**config.mk**
```make
export PLATFORM = sky130hd
export DESIGN_NAME = psd_ring
export DESIGN_NICKNAME = d
export VERILOG_FILES = /design/src/sv/psd_pkg.sv /design/src/sv/psd_ring.sv
export SDC_FILE = /design/constraint.sdc
export NUM_CORES = 1
export LEC_CHECK = 0
export BUFFER_PORTS_ARGS = -buffer_cell sky130_fd_sc_hd__buf_2
export CAP_MARGIN = 20
export CORE_ASPECT_RATIO = 0.7
export CORE_MARGIN = 10
export CORE_UTILIZATION = 55
export CTS_CLUSTER_DIAMETER = 40
export DETAILED_ROUTE_END_ITERATION = 6
export PLACE_DENSITY = 0.74
export SLEW_MARGIN = 0
export SYNTH_ARGS = -nofsm -noshare
export SYNTH_HDL_FRONTEND = slang
export SYNTH_SLANG_ARGS = --single-unit
```
**constraint.sdc**
```tcl
create_clock -name clk -period 3.2 [get_ports clk]
set_input_delay 0.64 -clock clk [delete_from_list [all_inputs] [get_ports clk]]
set_output_delay 0.64 -clock clk [all_outputs]
set_load 0.02 [all_outputs]
```
**src/sv/psd_pkg.sv**
```systemverilog
// ----------------------------------------------------------------------------
// psd_pkg
// shared types, register codes and helpers of the pedal settle detector
// ----------------------------------------------------------------------------
package psd_pkg;

  localparam int SAMPLE_W    = 12;
  localparam int CFG_INDEX_W = 2;

  typedef logic [SAMPLE_W-1:0] sample_t;

  // configuration register indexes
  typedef enum logic [CFG_INDEX_W-1:0] {
    REG_MOVE_THRESHOLD   = 2'd0,
    REG_SETTLE_TOLERANCE = 2'd1
  } cfg_reg_t;

  localparam sample_t MOVE_THRESHOLD_RESET   = 12'd100;
  localparam sample_t SETTLE_TOLERANCE_RESET = 12'd10;

  // absolute difference of two samples
  function automatic sample_t distance(sample_t a, sample_t b);
    return (a > b) ? (a - b) : (b - a);
  endfunction

endpackage

```
**src/sv/psd_ring.sv**
```systemverilog
// ----------------------------------------------------------------------------
// psd_ring
// ring of recent samples with running total and latched start value
// ----------------------------------------------------------------------------
module psd_ring import psd_pkg::*; #(
  parameter int RING_DEPTH = 16,
  parameter int TOTAL_W    = 16
) (
  input  logic               clk,
  input  logic               rst,
  input  logic               accept,
  input  sample_t            sample,
  output logic [TOTAL_W-1:0] total_next,
  output sample_t            start_ref
);

  localparam int SLOT_W = $clog2(RING_DEPTH);

  sample_t             mem [RING_DEPTH];
  sample_t             rd_data;
  sample_t             old_value;
  logic [SLOT_W-1:0]   slot;
  logic [SLOT_W-1:0]   slot_next;
  logic [SLOT_W-1:0]   rd_addr;
  logic                ring_full;
  logic                start_valid;
  sample_t             start_sample;
  logic [TOTAL_W-1:0]  ring_total;

  // next slot, wrapping at the ring depth
  assign slot_next = (slot == SLOT_W'(RING_DEPTH - 1)) ? '0 : slot + 1'b1;

  // prefetch the entry the next beat will overwrite
  assign rd_addr = accept ? slot_next : slot;

  // entries not yet written since reset read as zero
  assign old_value  = ring_full ? rd_data : '0;
  assign total_next = ring_total - TOTAL_W'(old_value) + TOTAL_W'(sample);

  // first beat after reset is its own start value
  assign start_ref = start_valid ? start_sample : sample;

  // sample memory, one write and one registered read port
  always_ff @(posedge clk) begin
    if (accept) begin
      mem[slot] <= sample;
    end
    rd_data <= mem[rd_addr];
  end

  // ring pointer, fill flag, total and start value
  always_ff @(posedge clk) begin
    if (rst) begin
      slot         <= '0;
      ring_full    <= 1'b0;
      ring_total   <= '0;
      start_valid  <= 1'b0;
      start_sample <= '0;
    end else if (accept) begin
      slot       <= slot_next;
      ring_total <= total_next;
      if (slot == SLOT_W'(RING_DEPTH - 1)) begin
        ring_full <= 1'b1;
      end
      if (!start_valid) begin
        start_valid  <= 1'b1;
        start_sample <= sample;
      end
    end
  end

endmodule

```
# Word-level counts from Yosys, hierarchy flattened
# Memory sizes are Yosys's and may differ from the RTL's. A register that Yosys moved wholly into a read port is not among the register bits.
# Cells that the tools add are included.
[classes]
eq_ne = 1
n_addsub = 3
n_mux = 6
n_reduce_logical = 1
[op_table]
columns = ["operator", "n"]
rows = [
  ["two-way mux 12 bit", 2],
  ["adder 16 x 12 -> 16 bit", 1],
  ["subtractor 16 x 12 -> 16 bit", 1],
  ["two-way mux 4 bit", 2],
  ["adder 4 x 1 -> 4 bit, second input constant", 1],
  ["== test 4 bit, second input constant", 1],
  ["two-way mux 1 bit", 2],
  ["AND reduction 2 bit", 1],
]
[word_totals]
regBits = 34
in_bits = 15
memories = 1
ram_bits = 192
[memory_table]
columns = ["name", "words", "word_bits", "rd", "rd_ports_with_merged_regs", "write_ports", "line_no", "rtl"]
rows = [
  ["mem", 16, 12, 1, 1, 1, "psd_ring.sv:19", "sample_t mem [RING_DEPTH];"],
]

# Logic depth before layout (Yosys ltp)
[depth]
word_depth = 3
ltp_mapped = 12
depth_no_buf = 12

# Worst setup path before layout
# No wires, ideal clock.
[synth_timing]
kind = "in2out"
startpoint = "in sample[1]"
endpoint = "out total_next[15]"
cell_stages = 10
required_ns = 2.560
t_arrival_ns = 2.861
path_buffers = 0
setup_slack_ns = -0.301
cell_sequence = "inv_1 > fa_1 > inv_1 > ha_1 > a21oi_1 > nand4b_1 > a41o_1 > o41ai_2 > xnor2_1 > xnor2_1"
[synth_via]
elab_chain_cells = 1
[synth_rtl]
columns = ["element", "line_no", "rtl"]
rows = [
  ["start, declared", "psd_ring.sv:12", "input sample_t sample,"],
  ["adder 16 x 12 -> 16 bit", "psd_ring.sv:38", "assign total_next = ring_total - TOTAL_W'(old_value) + TOTAL_W'(sample);"],
  ["end, declared", "psd_ring.sv:13", "output logic [TOTAL_W-1:0] total_next,"],
]
# No other way between the ends.

# Final worst setup path
[layout_timing]
startpoint = "reg ring_full"
endpoint = "out total_next[15]"
[layout_via]
elab_chain_cells = 3
[layout_rtl]
columns = ["element", "line_no", "rtl"]
rows = [
  ["start, declared", "psd_ring.sv:25", "logic ring_full;"],
  ["start signal, assigned", "psd_ring.sv:55", "ring_full <= 1'b0;"],
  ["start signal, assigned", "psd_ring.sv:63", "ring_full <= 1'b1;"],
  ["two-way mux 12 bit", "psd_ring.sv:37", "assign old_value = ring_full ? rd_data : '0;"],
  ["subtractor 16 x 12 -> 16 bit", "psd_ring.sv:38", ""],
  ["adder 16 x 12 -> 16 bit", "psd_ring.sv:38", ""],
]
# No other way between the ends.

==> results.toml <==
[status]
status = "finished with violations"
violations = "negative setup slack"

[critical_path]
worstSetupPathType = "reg2out"
slowest_stage = "fa_1"
crit_path_frequent_cell = "xnor2_2"
cp.arrival_ns = 3.22
path_cells = "buf_6 > and2_4 > fa_1 > inv_2 > ha_4 > nand4b_1 > a41o_4 > o41ai_4 > xnor2_2 > xnor2_2 > buf_4"
worst_path_largest_cell_delay_ns = 0.51
r2r-end = "ring_total[14]"
endpoint_kind = "primary output"
start_kind = "register"
crit_fanout = 8
rr_worst_depth = 13
cp_data_required_time_ns = 2.56
timing.rr.start = "ring_full"
crit_buf_inv = 3
path_delay_family = "adder cells"
r2r_slack_ns = 0.07

[timing]
finalHoldViolCount = 0
setup_viol = 12
maxSlewViolCount = 0
holdWs_ns = 0.479
worstMarginPinSlew_ns = 0.841
rsz0062_at_grt = "true"
clock_skew_ns = 0.0165
period_share = 1.21
relSlewSlack = 0.439
setup_slack_ns = -0.663
clock.fmax_mhz = 259
post-route-min-period_ns = 3.86

[layout]
synthToLayoutAreaGrowth_pct = 25.4
fin_util = 0.703
final-seq-area_mm2 = 0.00669
num-fill-cells = 1232
nets = 1101
multi_input_area_mm2 = 0.00399
fin_area_mm2 = 0.0133
drive_gt1_frac = 0.273

[yosys]
yosysWarnings = 0
ys_top_cells_by_count = "nand2_1 (193), edfxtp_1 (192), nor2_1 (63)"
syn_area_mm2 = 0.0106
syn-instance-count = 925
yosysTopAreaCell = "edfxtp_1"
synth_nets = 972
ys_seq_area_frac = 0.630
ys_types = 64
synth_top_cells_by_area = "edfxtp_1 (54%), dfxtp_1 (8.7%), nand2_1 (6.8%), nand3_1 (2.5%), ha_1 (2.4%)"
dominantRegCellSynth = "edfxtp_1"
avgSynthCellArea_um2 = 11.5
ys_async_sr_fraction = 0
synth_edf_count = 192
synth.most_common_cell = "nand2_1"
yosysTopAreaCellShare = 0.544
ys_ff_latch = 238

[clocking]
cts_root_buffer = "clkbuf_16"
cts.clk_slew.worst_paths_ns = 0.06
clock_path_buffers = 3
h-tree-depth = 1
cts-buffers-inserted = 27
cts_tree = "yes"
cts.sinks = 238
clk-insertion-delay-late_ns = 0.54

[floorplan]
start_util = 0.561
fp-row-count = 42
fp.dieH_um = 136
core_mm2 = 0.0189
die_w_um = 186
dieArea_mm2 = 0.0253
ioPinCount = 43

[power]
pwr_density_cell_mw_per_mm2 = 839
max-vdd-ir-drop_uv = 553
total_leakage_power_nw = 5.09

[min_path]
worstHoldStart = "ring_total[6]"
whs_path_depth = 2
holdPathEnd = "ring_total[6]"
hp-class = "reg2reg"

[placed_design]
placed_cell_area_mm2 = 0.0117
io_buffer_count = 42
routabilityCongestion = 0.917
hpwl_um = 18300
place_ws_ns = -0.622

[detailed_routing]
routed_wirelength_um = 28600
vias = 7737
dr.pass1.iters = 5
drtIter0Drc = 866
drtAntennaViolNets = 0
wire_per_inst_um = 21.7
via_per_inst = 5.87
drc = 0

[grt]
grt_pass1_vias = 7337
grt.total_usage = 0.222
grt_max_degree = 61
grt-ovfl-total = 0
grt_pass1_wl_um = 43000
antenna_found_initial = 1

[job]
cap_violations = 0
[cells by family (layout without fill, tap and decap cells)]
family	after synthesis	count (layout)	synth area share
adders and majority gates	32	32	0.0462
xor gates and xnor gates	14	14	0.0116
muxes	26	26	0.0282
AOI/OAI and AO/OA	135	135	0.0855
and+or+nand+nor	372	372	0.155
DFF	238	238	0.630
other	0	1	0
buffers and inverters	108	258	0.0435
[where the power goes]
part | internal, mW | leakage (nW) | switching [mW] | total [mW]
combinational | 2.12 | 2.52 | 2.24 | 4.36
sequential | 3.49 | 2.12 | 0.0867 | 3.58
clock | 1.95 | 0.456 | 1.28 | 3.23
total | 7.56 | 5.09 | 3.60 | 11.2
[registers in the layout, summed over array words and instances (netlist names)]
signal / flops
mem: 192
ring_total: 16
rd_data: 12
start_valid: 1
start_sample: 12
ring_full: 1
slot: 4
[final cells by class]
type                    count  share of cell area
repair buffers            146              0.0848
clock buffers              33              0.0540
clock inverters            17              0.0177
diodes                      1            0.000188
inverters                  62              0.0175
well taps                 242              0.0228
flip-flops and latches    238               0.503
multi-input cells         579               0.300
[worst min-delay path, stage by stage (launching register included)]
cell and delay [ns]:
dfxtp_1 0.31, nand2_1 0.06, a21oi_1 0.06
[worst max path at each step]
stage,from,to,slack (ns),depth (start not counted)
after floorplan,sample[1],total_next[15],-0.20,10
after global placement,sample[1],total_next[15],-0.56,12
after detailed placement,sample[1],total_next[15],-0.62,12
after CTS,ring_full,total_next[15],-0.66,11
after global routing,ring_full,total_next[15],-0.76,11
final,ring_full,total_next[15],-0.66,11
[through the flow]
stage / setup TNS, ns / cells / total power, mW
2_1_floorplan: -0.374 / 925 / 5.70
3_3_place_gp: -4.23 / 1252 / 6.77
3_5_place_dp: -4.79 / 1252 / 6.82
4_1_cts: -5.43 / 1311 / 10.8
5_1_grt: -6.74 / 1317 / 11.6
6_report: -5.67 / 1318 / 11.2
[cell usage in the layout (no fill, tap or decap), types with 11 or more instances in the layout]
| cell type | n |
|---|---|
| a32oi_1 | 11 |
| edfxtp_1 | 192 |
| buf_4 | 98 |
| clkbuf_16 | 27 |
| mux2i_1 | 19 |
| buf_2 | 28 |
| ha_4 | 12 |
| a31oi_1 | 24 |
| and3_1 | 11 |
| inv_1 | 53 |
| nor3_1 | 13 |
| o21ai_0 | 16 |
| nand2_1 | 192 |
| nand3_1 | 49 |
| dfxtp_1 | 44 |
| a21oi_1 | 33 |
| buf_6 | 17 |
| nor2_1 | 60 |
[repair_timing]
action	4_1_cts	5_1_grt
pin swaps	30	26
endpoints found under the setup margin	15	15
hold buffers	0	0
resized for setup	78	37
setup buffers	10	7
hold endpoints to repair	0	0
[per-layer routing]
layer | wire, um | GRT usage
met1 | 12000 | 0.313
met2 | 12800 | 0.328
met3 | 3190 | 0.0728
met4 | 586 | 0.0478
met5 | 0 | 0
(Power assumes the default switching activity.)
